$ cat config.mk
export PLATFORM = sky130hd
export DESIGN_NAME = civil_date_day_number_convert_top_flat
export DESIGN_NICKNAME = d
export VERILOG_FILES = /design/src/cddn_pkg.sv /design/src/cddn_if.sv /design/src/cddn_date_pipe.sv /design/src/cddn_day_pipe.sv /design/src/civil_date_day_number_convert_top.sv /design/src/flat_wrapper.sv
export SDC_FILE = /design/constraint.sdc
export NUM_CORES = 2
export LEC_CHECK = 0
export BUFFER_PORTS_ARGS = -buffer_cell sky130_fd_sc_hd__buf_2
export CAP_MARGIN = 20
export CORE_MARGIN = 5
export CORE_UTILIZATION = 50
export CTS_CLUSTER_DIAMETER = 200
export DETAILED_ROUTE_END_ITERATION = 10
export GPL_ROUTABILITY_DRIVEN = 0
export HOLD_SLACK_MARGIN = 0.15
export PLACE_DENSITY = 0.71
export RECOVER_POWER = 50
export SETUP_SLACK_MARGIN = 0.1
export SKIP_CTS_REPAIR_TIMING = 1
export SYNTH_ARGS = -nofsm -noshare
export SYNTH_HDL_FRONTEND = slang
export SYNTH_SLANG_ARGS = --single-unit
$ cat constraint.sdc
create_clock -name clk -period 19.2 [get_ports clk]
set_clock_uncertainty 0.2 [all_clocks]
set_input_delay 3.84 -clock clk [delete_from_list [all_inputs] [get_ports clk]]
set_output_delay 3.84 -clock clk [all_outputs]
set_load 0.05 [all_outputs]
$ cat src/cddn_pkg.sv
// Shared types, constants and helper functions for the civil date / day number converter.
package cddn_pkg;

    // Field widths
    localparam int unsigned YEAR_W  = 14;
    localparam int unsigned MONTH_W = 4;
    localparam int unsigned DOM_W   = 5;
    localparam int unsigned DAYS_W  = 22;
    localparam int unsigned WDAY_W  = 3;

    // Pipeline depth, identical for both conversion paths
    localparam int unsigned CDDN_STAGES = 10;

    // Calendar constants
    localparam logic [19:0] EPOCH_OFFSET = 20'd719468;  // 0000-03-01 era base to 1970-01-01
    localparam logic [17:0] ERA_DAYS     = 18'd146097;  // days in a 400-year era
    localparam logic [17:0] ERA_LAST     = 18'd146096;  // last day of an era
    localparam logic [8:0]  YEAR_DAYS    = 9'd365;
    localparam logic [8:0]  ERA_YEARS    = 9'd400;
    localparam logic [3:0]  MONTH_FEB    = 4'd2;
    localparam logic [2:0]  WDAY_EPOCH   = 3'd4;        // 1970-01-01 was a Thursday

    // Reciprocal multipliers: q = (x * MUL) >> SHIFT, exact for the operand ranges used
    localparam logic [14:0] DIV400_MUL   = 15'(((64'd1 << 23) + 64'd399) / 64'd400);
    localparam logic [9:0]  DIV100_MUL   = 10'(((64'd1 << 16) + 64'd99) / 64'd100);
    localparam logic [23:0] ERA_MUL      = 24'(((64'd1 << 41) + 64'd146096) / 64'd146097);
    localparam logic [18:0] DIV1460_MUL  = 19'(((64'd1 << 29) + 64'd1459) / 64'd1460);
    localparam logic [18:0] DIV36524_MUL = 19'(((64'd1 << 34) + 64'd36523) / 64'd36524);
    localparam logic [18:0] DIV365_MUL   = 19'(((64'd1 << 27) + 64'd364) / 64'd365);
    localparam logic [11:0] DIV153_MUL   = 12'(((64'd1 << 19) + 64'd152) / 64'd153);

    typedef enum logic {
        CMD_TO_DAYS = 1'b0,
        CMD_TO_DATE = 1'b1
    } cddn_cmd_t;

    typedef struct packed {
        cddn_cmd_t           command;
        logic [YEAR_W-1:0]   year;
        logic [MONTH_W-1:0]  month;
        logic [DOM_W-1:0]    day_of_month;
        logic [DAYS_W-1:0]   day_number;
    } cddn_in_t;

    typedef struct packed {
        logic [DAYS_W-1:0]   out_day_number;
        logic [YEAR_W-1:0]   out_year;
        logic [MONTH_W-1:0]  out_month;
        logic [DOM_W-1:0]    out_day_of_month;
        logic [WDAY_W-1:0]   weekday;
    } cddn_out_t;

    // Stage load enables handed from the pipeline control to the datapaths
    typedef struct packed {
        logic [CDDN_STAGES-1:0] load;
    } cddn_ctrl_t;

    // First day-of-year of a March-based month index: (153 * m + 2) / 5
    function automatic logic [8:0] month_start(input logic [3:0] mp);
        logic [8:0] r;
        case (mp)
            4'd0:    r = 9'd0;
            4'd1:    r = 9'd31;
            4'd2:    r = 9'd61;
            4'd3:    r = 9'd92;
            4'd4:    r = 9'd122;
            4'd5:    r = 9'd153;
            4'd6:    r = 9'd184;
            4'd7:    r = 9'd214;
            4'd8:    r = 9'd245;
            4'd9:    r = 9'd275;
            4'd10:   r = 9'd306;
            4'd11:   r = 9'd337;
            4'd12:   r = 9'd367;
            4'd13:   r = 9'd398;
            4'd14:   r = 9'd428;
            default: r = 9'd459;
        endcase
        return r;
    endfunction

    // x mod 7 by folding octal digits (8 is 1 mod 7)
    function automatic logic [2:0] mod7(input logic [22:0] x);
        logic [5:0] s;
        logic [3:0] t;
        logic [3:0] u;
        s = 6'(x[22:21]);
        for (int k = 0; k < 7; k++)
        begin
            s = s + 6'(x[3*k +: 3]);
        end
        t = 4'(s[5:3]) + 4'(s[2:0]);
        u = 4'(t[3]) + 4'(t[2:0]);
        return (u == 4'd7) ? 3'd0 : u[2:0];
    endfunction

endpackage

$ cat src/cddn_if.sv
// Valid/ready channel interfaces for the request and result words.
interface cddn_in_if
    import cddn_pkg::*;
();
    logic     valid;
    logic     ready;
    cddn_in_t data;

    modport source (output valid, output data, input ready);
    modport sink   (input valid, input data, output ready);
endinterface

interface cddn_out_if
    import cddn_pkg::*;
();
    logic      valid;
    logic      ready;
    cddn_out_t data;

    modport source (output valid, output data, input ready);
    modport sink   (input valid, input data, output ready);
endinterface

$ cat src/cddn_date_pipe.sv
// Date to day number datapath: six compute stages, then delay stages to match depth.
module cddn_date_pipe
    import cddn_pkg::*;
(
    input  logic               clk,
    input  cddn_ctrl_t         ctrl,
    input  logic [YEAR_W-1:0]  year,
    input  logic [MONTH_W-1:0] month,
    input  logic [DOM_W-1:0]   day_of_month,
    output logic [DAYS_W-1:0]  day_number,
    output logic [WDAY_W-1:0]  weekday,
    output logic [YEAR_W-1:0]  year_echo,
    output logic [MONTH_W-1:0] month_echo,
    output logic [DOM_W-1:0]   dom_echo
);

    localparam int unsigned DAYS_FIRST = 4;
    localparam int unsigned WDAY_FIRST = 5;

    // Stage 1: shifted year, March-based day of year
    logic              s1_mlow;
    logic [3:0]        s1_mshift;
    logic [13:0]       s1_ypos_next, s1_ypos_reg;
    logic              s1_neg_next, s1_neg_reg;
    logic [9:0]        s1_doy_next, s1_doy_reg;

    // Stage 2: era = y / 400
    logic [28:0]       s2_prod;
    logic [5:0]        s2_era_next, s2_era_reg;
    logic [13:0]       s2_ypos_reg;
    logic              s2_neg_reg;
    logic [9:0]        s2_doy_reg;

    // Stage 3: year of era, era day base
    logic [13:0]       s3_yoe_full;
    logic [8:0]        s3_yoe_next, s3_yoe_reg;
    logic [DAYS_W-1:0] s3_base_next, s3_base_reg;
    logic [9:0]        s3_doy_reg;

    // Stage 4: year part of day of era
    logic [18:0]       s4_p100;
    logic [2:0]        s4_q100_next, s4_q100_reg;
    logic [17:0]       s4_h_next, s4_h_reg;
    logic [DAYS_W-1:0] s4_base_reg;
    logic [9:0]        s4_doy_reg;

    // Stage 5 and on: day number, weekday
    logic [DAYS_W-1:0] s5_days_next;
    logic [WDAY_W-1:0] s6_wd_next;
    logic [DAYS_W-1:0] days_reg [DAYS_FIRST:CDDN_STAGES-1];
    logic [WDAY_W-1:0] wd_reg [WDAY_FIRST:CDDN_STAGES-1];

    // Echo of the date fields
    logic [YEAR_W-1:0]  yr_echo_reg [CDDN_STAGES];
    logic [MONTH_W-1:0] mo_echo_reg [CDDN_STAGES];
    logic [DOM_W-1:0]   dm_echo_reg [CDDN_STAGES];

    always_comb
    begin
        s1_mlow      = (month <= MONTH_FEB);
        s1_neg_next  = s1_mlow && (year == '0);
        s1_ypos_next = year - YEAR_W'(s1_mlow);
        s1_mshift    = s1_mlow ? (month + 4'd9) : (month - 4'd3);
        s1_doy_next  = 10'(month_start(s1_mshift)) + 10'(day_of_month) - 10'd1;
    end

    assign s2_prod     = 29'(s1_ypos_reg) * 29'(DIV400_MUL);
    assign s2_era_next = s2_prod[28:23];

    // Year zero before March sits in era -1, year of era 399
    always_comb
    begin
        s3_yoe_full = s2_ypos_reg - 14'(s2_era_reg) * 14'(ERA_YEARS);
        if (s2_neg_reg)
        begin
            s3_yoe_next  = 9'd399;
            s3_base_next = DAYS_W'(0) - DAYS_W'(ERA_DAYS);
        end
        else
        begin
            s3_yoe_next  = s3_yoe_full[8:0];
            s3_base_next = DAYS_W'(s2_era_reg) * DAYS_W'(ERA_DAYS);
        end
    end

    assign s4_p100      = 19'(s3_yoe_reg) * 19'(DIV100_MUL);
    assign s4_q100_next = s4_p100[18:16];
    assign s4_h_next    = 18'(s3_yoe_reg) * 18'(YEAR_DAYS) + 18'(s3_yoe_reg[8:2]);

    assign s5_days_next = s4_base_reg + DAYS_W'(s4_h_reg) - DAYS_W'(s4_q100_reg)
                        + {{(DAYS_W-10){s4_doy_reg[9]}}, s4_doy_reg}
                        - DAYS_W'(EPOCH_OFFSET);

    assign s6_wd_next = mod7(23'(days_reg[DAYS_FIRST]) + 23'(WDAY_EPOCH));

    // Compute stage registers
    always_ff @(posedge clk)
    begin
        if (ctrl.load[0])
        begin
            s1_ypos_reg <= s1_ypos_next;
            s1_neg_reg  <= s1_neg_next;
            s1_doy_reg  <= s1_doy_next;
        end
        if (ctrl.load[1])
        begin
            s2_era_reg  <= s2_era_next;
            s2_ypos_reg <= s1_ypos_reg;
            s2_neg_reg  <= s1_neg_reg;
            s2_doy_reg  <= s1_doy_reg;
        end
        if (ctrl.load[2])
        begin
            s3_yoe_reg  <= s3_yoe_next;
            s3_base_reg <= s3_base_next;
            s3_doy_reg  <= s2_doy_reg;
        end
        if (ctrl.load[3])
        begin
            s4_q100_reg <= s4_q100_next;
            s4_h_reg    <= s4_h_next;
            s4_base_reg <= s3_base_reg;
            s4_doy_reg  <= s3_doy_reg;
        end
        if (ctrl.load[DAYS_FIRST])
        begin
            days_reg[DAYS_FIRST] <= s5_days_next;
        end
        if (ctrl.load[WDAY_FIRST])
        begin
            wd_reg[WDAY_FIRST] <= s6_wd_next;
        end
    end

    // Delay stages for the result
    for (genvar k = DAYS_FIRST + 1; k < CDDN_STAGES; k++)
    begin : g_days_dly
        always_ff @(posedge clk)
        begin
            if (ctrl.load[k])
            begin
                days_reg[k] <= days_reg[k-1];
            end
        end
    end

    for (genvar k = WDAY_FIRST + 1; k < CDDN_STAGES; k++)
    begin : g_wd_dly
        always_ff @(posedge clk)
        begin
            if (ctrl.load[k])
            begin
                wd_reg[k] <= wd_reg[k-1];
            end
        end
    end

    // Echo line for the input date
    always_ff @(posedge clk)
    begin
        if (ctrl.load[0])
        begin
            yr_echo_reg[0] <= year;
            mo_echo_reg[0] <= month;
            dm_echo_reg[0] <= day_of_month;
        end
    end

    for (genvar k = 1; k < CDDN_STAGES; k++)
    begin : g_echo
        always_ff @(posedge clk)
        begin
            if (ctrl.load[k])
            begin
                yr_echo_reg[k] <= yr_echo_reg[k-1];
                mo_echo_reg[k] <= mo_echo_reg[k-1];
                dm_echo_reg[k] <= dm_echo_reg[k-1];
            end
        end
    end

    assign day_number = days_reg[CDDN_STAGES-1];
    assign weekday    = wd_reg[CDDN_STAGES-1];
    assign year_echo  = yr_echo_reg[CDDN_STAGES-1];
    assign month_echo = mo_echo_reg[CDDN_STAGES-1];
    assign dom_echo   = dm_echo_reg[CDDN_STAGES-1];

endmodule

$ cat src/cddn_day_pipe.sv
// Day number to date datapath: ten stages, one constant multiply or add chain per stage.
module cddn_day_pipe
    import cddn_pkg::*;
(
    input  logic               clk,
    input  cddn_ctrl_t         ctrl,
    input  logic [DAYS_W-1:0]  day_number,
    output logic [YEAR_W-1:0]  year,
    output logic [MONTH_W-1:0] month,
    output logic [DOM_W-1:0]   day_of_month,
    output logic [WDAY_W-1:0]  weekday,
    output logic [DAYS_W-1:0]  day_echo
);

    localparam int unsigned WDAY_FIRST = 1;

    // Stage 1: shift to the March-based era origin
    logic [22:0] s1_z_next, s1_z_reg;

    // Stage 2: era = z / 146097
    logic [46:0] s2_prod;
    logic [5:0]  s2_era_next, s2_era_reg;
    logic [22:0] s2_z_reg;

    // Stage 3: day of era
    logic [22:0] s3_doe_full;
    logic [17:0] s3_doe_reg;
    logic [5:0]  s3_era_reg;

    // Stage 4: leap corrections
    logic [36:0] s4_p1, s4_p2;
    logic [7:0]  s4_q1_next, s4_q1_reg;
    logic [2:0]  s4_q2_next, s4_q2_reg;
    logic        s4_q3_next, s4_q3_reg;
    logic [17:0] s4_doe_reg;
    logic [5:0]  s4_era_reg;

    // Stage 5: corrected day count
    logic [17:0] s5_n_next, s5_n_reg;
    logic [17:0] s5_doe_reg;
    logic [5:0]  s5_era_reg;

    // Stage 6: year of era
    logic [36:0] s6_prod;
    logic [8:0]  s6_yoe_next, s6_yoe_reg;
    logic [17:0] s6_doe_reg;
    logic [5:0]  s6_era_reg;

    // Stage 7: days before the year within the era
    logic [18:0] s7_p100;
    logic [2:0]  s7_q100_next, s7_q100_reg;
    logic [17:0] s7_h_next, s7_h_reg;
    logic [8:0]  s7_yoe_reg;
    logic [17:0] s7_doe_reg;
    logic [5:0]  s7_era_reg;

    // Stage 8: day of year, March-based year
    logic [17:0] s8_doy_full;
    logic [8:0]  s8_doy_reg;
    logic [13:0] s8_y_next, s8_y_reg;

    // Stage 9: March-based month
    logic [10:0] s9_x;
    logic [22:0] s9_prod;
    logic [3:0]  s9_mp_next, s9_mp_reg;
    logic [8:0]  s9_doy_reg;
    logic [13:0] s9_y_reg;

    // Stage 10: civil date
    logic [8:0]         s10_d;
    logic [3:0]         s10_m;
    logic [YEAR_W-1:0]  s10_year_next, year_reg;
    logic [MONTH_W-1:0] month_reg;
    logic [DOM_W-1:0]   dom_reg;

    logic [WDAY_W-1:0] s2_wd_next;
    logic [WDAY_W-1:0] wd_reg [WDAY_FIRST:CDDN_STAGES-1];
    logic [DAYS_W-1:0] dn_echo_reg [CDDN_STAGES];

    assign s1_z_next = 23'(day_number) + 23'(EPOCH_OFFSET);

    assign s2_prod     = 47'(s1_z_reg) * 47'(ERA_MUL);
    assign s2_era_next = s2_prod[46:41];
    assign s2_wd_next  = mod7(23'(dn_echo_reg[0]) + 23'(WDAY_EPOCH));

    assign s3_doe_full = s2_z_reg - 23'(s2_era_reg) * 23'(ERA_DAYS);

    assign s4_p1      = 37'(s3_doe_reg) * 37'(DIV1460_MUL);
    assign s4_p2      = 37'(s3_doe_reg) * 37'(DIV36524_MUL);
    assign s4_q1_next = s4_p1[36:29];
    assign s4_q2_next = s4_p2[36:34];
    assign s4_q3_next = (s3_doe_reg == ERA_LAST);

    assign s5_n_next = s4_doe_reg - 18'(s4_q1_reg) + 18'(s4_q2_reg) - 18'(s4_q3_reg);

    assign s6_prod     = 37'(s5_n_reg) * 37'(DIV365_MUL);
    assign s6_yoe_next = s6_prod[35:27];

    assign s7_p100      = 19'(s6_yoe_reg) * 19'(DIV100_MUL);
    assign s7_q100_next = s7_p100[18:16];
    assign s7_h_next    = 18'(s6_yoe_reg) * 18'(YEAR_DAYS) + 18'(s6_yoe_reg[8:2]);

    assign s8_doy_full = s7_doe_reg - s7_h_reg + 18'(s7_q100_reg);
    assign s8_y_next   = 14'(s7_yoe_reg) + 14'(s7_era_reg) * 14'(ERA_YEARS);

    assign s9_x       = 11'(s8_doy_reg) * 11'd5 + 11'd2;
    assign s9_prod    = 23'(s9_x) * 23'(DIV153_MUL);
    assign s9_mp_next = s9_prod[22:19];

    // Back to January-based month; January and February belong to the next year
    always_comb
    begin
        s10_d         = s9_doy_reg - month_start(s9_mp_reg) + 9'd1;
        s10_m         = (s9_mp_reg < 4'd10) ? (s9_mp_reg + 4'd3) : (s9_mp_reg - 4'd9);
        s10_year_next = s9_y_reg + YEAR_W'(s10_m <= MONTH_FEB);
    end

    always_ff @(posedge clk)
    begin
        if (ctrl.load[0])
        begin
            s1_z_reg <= s1_z_next;
        end
        if (ctrl.load[1])
        begin
            s2_era_reg <= s2_era_next;
            s2_z_reg   <= s1_z_reg;
        end
        if (ctrl.load[2])
        begin
            s3_doe_reg <= s3_doe_full[17:0];
            s3_era_reg <= s2_era_reg;
        end
        if (ctrl.load[3])
        begin
            s4_q1_reg  <= s4_q1_next;
            s4_q2_reg  <= s4_q2_next;
            s4_q3_reg  <= s4_q3_next;
            s4_doe_reg <= s3_doe_reg;
            s4_era_reg <= s3_era_reg;
        end
        if (ctrl.load[4])
        begin
            s5_n_reg   <= s5_n_next;
            s5_doe_reg <= s4_doe_reg;
            s5_era_reg <= s4_era_reg;
        end
        if (ctrl.load[5])
        begin
            s6_yoe_reg <= s6_yoe_next;
            s6_doe_reg <= s5_doe_reg;
            s6_era_reg <= s5_era_reg;
        end
        if (ctrl.load[6])
        begin
            s7_q100_reg <= s7_q100_next;
            s7_h_reg    <= s7_h_next;
            s7_yoe_reg  <= s6_yoe_reg;
            s7_doe_reg  <= s6_doe_reg;
            s7_era_reg  <= s6_era_reg;
        end
        if (ctrl.load[7])
        begin
            s8_doy_reg <= s8_doy_full[8:0];
            s8_y_reg   <= s8_y_next;
        end
        if (ctrl.load[8])
        begin
            s9_mp_reg  <= s9_mp_next;
            s9_doy_reg <= s8_doy_reg;
            s9_y_reg   <= s8_y_reg;
        end
        if (ctrl.load[9])
        begin
            year_reg  <= s10_year_next;
            month_reg <= s10_m;
            dom_reg   <= s10_d[DOM_W-1:0];
        end
        if (ctrl.load[WDAY_FIRST])
        begin
            wd_reg[WDAY_FIRST] <= s2_wd_next;
        end
        if (ctrl.load[0])
        begin
            dn_echo_reg[0] <= day_number;
        end
    end

    // Weekday and input echo ride along
    for (genvar k = WDAY_FIRST + 1; k < CDDN_STAGES; k++)
    begin : g_wd_dly
        always_ff @(posedge clk)
        begin
            if (ctrl.load[k])
            begin
                wd_reg[k] <= wd_reg[k-1];
            end
        end
    end

    for (genvar k = 1; k < CDDN_STAGES; k++)
    begin : g_echo
        always_ff @(posedge clk)
        begin
            if (ctrl.load[k])
            begin
                dn_echo_reg[k] <= dn_echo_reg[k-1];
            end
        end
    end

    assign year         = year_reg;
    assign month        = month_reg;
    assign day_of_month = dom_reg;
    assign weekday      = wd_reg[CDDN_STAGES-1];
    assign day_echo     = dn_echo_reg[CDDN_STAGES-1];

endmodule

$ cat src/civil_date_day_number_convert_top.sv
// Throughput: one word per cycle while the result side takes words; both directions run
// in parallel ten-stage pipelines. A stall on the result side holds every full stage that
// has no empty stage after it; empty stages still fill, so requests keep flowing until
// the pipeline is full.
// Reset (rst_n, asynchronous, active low) empties the pipeline; no clearing pass is needed.
module civil_date_day_number_convert_top
    import cddn_pkg::*;
(
    input logic        clk,
    input logic        rst_n,
    cddn_in_if.sink    request,
    cddn_out_if.source result
);

    logic [CDDN_STAGES-1:0] valid_reg;
    logic [CDDN_STAGES-1:0] valid_next;
    logic [CDDN_STAGES-1:0] stage_ready;
    cddn_cmd_t              cmd_reg [CDDN_STAGES];
    cddn_ctrl_t             ctrl;

    logic [DAYS_W-1:0]  date_days;
    logic [WDAY_W-1:0]  date_wd;
    logic [YEAR_W-1:0]  date_year_echo;
    logic [MONTH_W-1:0] date_month_echo;
    logic [DOM_W-1:0]   date_dom_echo;

    logic [YEAR_W-1:0]  day_year;
    logic [MONTH_W-1:0] day_month;
    logic [DOM_W-1:0]   day_dom;
    logic [WDAY_W-1:0]  day_wd;
    logic [DAYS_W-1:0]  day_days_echo;

    // A stage takes a new word when it is empty or the one after it moves on
    assign stage_ready[CDDN_STAGES-1] = !valid_reg[CDDN_STAGES-1] || result.ready;

    for (genvar k = 0; k < CDDN_STAGES - 1; k++)
    begin : g_ready
        assign stage_ready[k] = !valid_reg[k] || stage_ready[k+1];
    end

    assign ctrl.load     = stage_ready;
    assign request.ready = stage_ready[0];

    // Valid bits and command travel with the data
    assign valid_next[0] = stage_ready[0] ? request.valid : valid_reg[0];

    for (genvar k = 1; k < CDDN_STAGES; k++)
    begin : g_valid
        assign valid_next[k] = stage_ready[k] ? valid_reg[k-1] : valid_reg[k];
    end

    always_ff @(posedge clk or negedge rst_n)
    begin
        if (!rst_n)
        begin
            valid_reg <= '0;
        end
        else
        begin
            valid_reg <= valid_next;
        end
    end

    always_ff @(posedge clk)
    begin
        if (stage_ready[0])
        begin
            cmd_reg[0] <= request.data.command;
        end
    end

    for (genvar k = 1; k < CDDN_STAGES; k++)
    begin : g_cmd
        always_ff @(posedge clk)
        begin
            if (stage_ready[k])
            begin
                cmd_reg[k] <= cmd_reg[k-1];
            end
        end
    end

    cddn_date_pipe u_date_pipe (
        .clk          (clk),
        .ctrl         (ctrl),
        .year         (request.data.year),
        .month        (request.data.month),
        .day_of_month (request.data.day_of_month),
        .day_number   (date_days),
        .weekday      (date_wd),
        .year_echo    (date_year_echo),
        .month_echo   (date_month_echo),
        .dom_echo     (date_dom_echo)
    );

    cddn_day_pipe u_day_pipe (
        .clk          (clk),
        .ctrl         (ctrl),
        .day_number   (request.data.day_number),
        .year         (day_year),
        .month        (day_month),
        .day_of_month (day_dom),
        .weekday      (day_wd),
        .day_echo     (day_days_echo)
    );

    // Result word: pick the path the command asked for
    assign result.valid = valid_reg[CDDN_STAGES-1];

    always_comb
    begin
        if (cmd_reg[CDDN_STAGES-1] == CMD_TO_DAYS)
        begin
            result.data.out_day_number   = date_days;
            result.data.out_year         = date_year_echo;
            result.data.out_month        = date_month_echo;
            result.data.out_day_of_month = date_dom_echo;
            result.data.weekday          = date_wd;
        end
        else
        begin
            result.data.out_day_number   = day_days_echo;
            result.data.out_year         = day_year;
            result.data.out_month        = day_month;
            result.data.out_day_of_month = day_dom;
            result.data.weekday          = day_wd;
        end
    end

endmodule
$ cat src/flat_wrapper.sv
// flat-port wrapper written by rule: the top's interface ports become plain ports
module civil_date_day_number_convert_top_flat import cddn_pkg::*;
  (clk, rst_n, request_valid, request_data, request_ready, result_valid, result_data, result_ready);
  cddn_in_if request_i ();
  cddn_out_if result_i ();
  input logic clk;
  input logic rst_n;
  input wire logic [$bits(request_i.valid)-1:0] request_valid;
  input wire logic [$bits(request_i.data)-1:0] request_data;
  output wire logic [$bits(request_i.ready)-1:0] request_ready;
  output wire logic [$bits(result_i.valid)-1:0] result_valid;
  output wire logic [$bits(result_i.data)-1:0] result_data;
  input wire logic [$bits(result_i.ready)-1:0] result_ready;
  assign request_i.valid = request_valid;
  assign request_i.data = request_data;
  assign request_ready = request_i.ready;
  assign result_valid = result_i.valid;
  assign result_data = result_i.data;
  assign result_i.ready = result_ready;
  civil_date_day_number_convert_top u_core (.clk(clk), .rst_n(rst_n), .request(request_i), .result(result_i));
endmodule
==> results.py <==
metrics = {
    "drt": {
        "wl_um": 145000,
        "ant_nets": 0,
        "wl_met3_um": 8550,
        "top_layer": "met5",
        "drtIter0Drc": 2433,
        "met1Wirelength_um": 65100,
        "wl_met2_um": 68200,
        "vias_per_cell": 5.06,
        "wl_per_cell_um": 17.9,
        "first_pass_iters": 5,
        "vias": 41200,
        "post-route-drc-count": 0,
    },
    "worst_setup_path": {
        "rrSetupSlack_ns": 10.64,
        "crit_start": "result_ready",
        "worst-path-max-fanout": 34,
        "path_class": "input port to output port",
        "worst_ep_required_time_ns": 15.16,
        "r2r_start": "u_core.u_day_pipe.s8_doy_reg[1]$_DFFE_PP_",
        "worst_setup_path_start_kind": "input port",
        "critical_path_arrival_ns": 7.72,
        "cp-end-kind": "output port",
    },
    "logic_synthesis": {
        "async_flop_share_pct": 0.944,
        "synth_compound_area_share_pct": 3.78,
        "ys_seq_area_share_pct": 41.2,
        "synth_edf_count": 1044,
        "synth_top_family_by_area": "adder cells",
        "yosysWarnings": 0,
        "syn_inst": 5789,
        "syn_area_mm2": 0.0770,
        "syn_area_per_cell_um2": 13.3,
        "synth_fa_ha_area_share_pct": 40.8,
        "synth-seq-cells": 1059,
        "synth_mux_area_share_pct": 0.836,
        "synth_simple_gate_area_share_pct": 3.20,
        "ys.flop_type": "edfxtp_1",
        "synthXorXnorAreaFrac_pct": 3.30,
        "syn_nets": 7879,
        "synth.distinct_cells": 71,
    },
    "sta": {
        "fin_crit_sh_pct": 61.3,
        "final-hold-violation-count": 0,
        "rsz0062_at_grt": "no",
        "report.final.setup_viol": 0,
        "slew_violations": 142,
        "tightest_slew_ns": 3.58,
        "finalCriticalPeriod_ns": 11.76,
        "fmax_mhz": 85.0,
        "relSlewSlack_pct": -139,
        "timing.setup.tns_ns": 0,
    },
    "cells_and_area": {
        "layout.nets": 8091,
        "seq_area_mm2": 0.0317,
        "fill_cells": 12500,
        "layout-drive-gt1-share_pct": 5.18,
        "multi_input_area_mm2": 0.0400,
        "largest_register_ffs": 216,
        "area_growth_pct": 8.60,
    },
    "global_route": {
        "grt_pass1_wl_um": 238000,
        "antenna_found_initial": 24,
        "grt-ovfl-total": 0,
        "grt_pass1_vias": 44000,
        "grt_max_degree": 87,
        "grt_usage_pct": 18.5,
    },
    "hold_path": {
        "min_from": "u_core.u_date_pipe.dm_echo_reg[1][2]$_DFFE_PP_",
        "hp-class": "flop to flop",
    },
    "status": {
        "violations": "capacitance limit, slew limit",
        "status": "finished, violations left",
    },
    "clock_network": {
        "cts_tree": "yes",
        "cts_sinks": 1059,
        "cts_htree_levels": 3,
        "ctsLongestPathBuffers": 3,
        "clock_latency_ns": 0.68,
        "cts_inserted_buffers": 101,
        "cts-root-buf": "clkbuf_16",
        "clk_pin_slew_ns": 0.06,
    },
    "placement": {
        "hpwl_um": 118000,
        "numPortBuffers": 99,
    },
    "floorplan": {
        "die_w_um": 402,
        "core-area_mm2": 0.154,
        "die-area_mm2": 0.162,
        "fp-row-count": 144,
        "start_util_pct": 50.1,
        "die_height_um": 402,
        "io_pins": 100,
    },
    "run": {
        "drv_cap": 3,
    },
}
==> metrics by stage <==
step | cell area, um^2 | std cells | hold WS, ns | setup WS (ns) | utilization [%]
final | 83600 | 8140 | 0.196 | 7.44 | 54.5
after global routing | 83600 | 8134 | 0.206 | 7.09 | 54.4
after CTS | 83700 | 8127 | 0.178 | 8.02 | 54.5
after detailed placement | 80200 | 7940 | 0.205 | 8.08 | 52.2
after global placement | 80200 | 7940 | 0.200 | 8.13 | 52.2
after floorplan | 77000 | 5789 | 0.200 | 2.67 | -
==> cells in the mapped netlist, types with 10 or more instances <==
cell type / instances / share of area (%)
nand4_1: 19 / 0.15
nor2_1: 120 / 0.59
nor2b_1: 21 / 0.17
o21bai_1: 26 / 0.25
mux2_2: 50 / 0.73
dfrtp_1: 10 / 0.33
ha_1: 1252 / 20
a31oi_1: 13 / 0.11
or3_1: 12 / 0.098
fa_1: 788 / 20
a21oi_1: 141 / 0.92
nand2_1: 102 / 0.50
edfxtp_1: 1044 / 41
o211ai_1: 12 / 0.12
nand2b_1: 45 / 0.37
o21a_1: 20 / 0.20
a21o_1: 72 / 0.70
and3_1: 25 / 0.20
xor2_1: 101 / 1.1
a211oi_1: 13 / 0.13
or2_2: 20 / 0.16
inv_1: 1393 / 6.8
xnor2_1: 189 / 2.2
nor3_1: 41 / 0.27
o21ai_0: 72 / 0.47
nand3_1: 51 / 0.33
clkbuf_1: 11 / 0.054
==> cell type report <==
type	instances	area share, %
clock inverters	55	0.826
repair buffers	121	0.703
inverters	1394	6.27
well taps	2044	3.06
diodes	11	0.0329
flip-flops and latches	1059	37.9
clock buffers	132	3.32
multi-input cells	3324	47.9
==> layout by cell type, fill, tap and decap left out, types with 12 or more instances in the layout <==
master	netlist	layout
o211ai_1	12	12
ha_1	1252	1252
nor2b_1	21	21
o21bai_1	26	26
a21oi_1	141	141
bufinv_16	0	12
nand4_1	19	19
a21o_1	72	72
clkinv_1	0	13
nand2_1	102	99
nand3_1	51	49
a211oi_1	13	13
xnor2_1	189	189
or2_2	20	20
clkinv_2	0	15
xor2_1	101	101
buf_2	1	55
edfxtp_1	1044	1044
clkbuf_16	0	102
nand2b_1	45	45
nor3_1	41	41
nor2_1	120	120
o21a_1	20	20
fa_1	788	788
or3_1	12	12
inv_1	1393	1391
a31oi_1	13	13
clkbuf_1	11	73
mux2_2	50	50
o21ai_0	72	73
and3_1	25	25
==> path summary, 6_finish.rpt <==
path                                                                   to  cells after the start
max                                                         request_ready                      9
min                        u_core.u_date_pipe.dm_echo_reg[2][2]$_DFFE_PP_                      0
max reg2reg                                                          flop                     30
min reg2reg                u_core.u_date_pipe.dm_echo_reg[2][2]$_DFFE_PP_                      0
max in group asynchronous                 u_core.valid_reg[1]$_DFFE_PN0P_                      1
min in group asynchronous                 u_core.valid_reg[9]$_DFFE_PN0P_                      1
==> per-layer routing <==
layer	track usage, %	vias up
met1	26.0	20400
met2	30.1	893
met4	4.31	12
met3	3.63	222
met5	0	-
li1	-	19700
==> critical path, cell delays in order <==
cell and delay (ns):
buf_2 0.09, nand2b_1 0.86, nor2_1 0.63, and3_1 0.42, and3_1 0.44, nand3_4 0.41, inv_1 0.31, nand3_4 0.33
buf_2 0.34
==> cell families after synthesis <==
family,count (synthesis)
mux,58
fa+ha+maj,2040
buf+inv,1406
xor+xnor,290
compound gates,444
simple gates,492
flops,1059
Power is left out: the tool's default activity adds up to more than one toggle a clock period on the data nets, which glitch-free logic cannot reach.
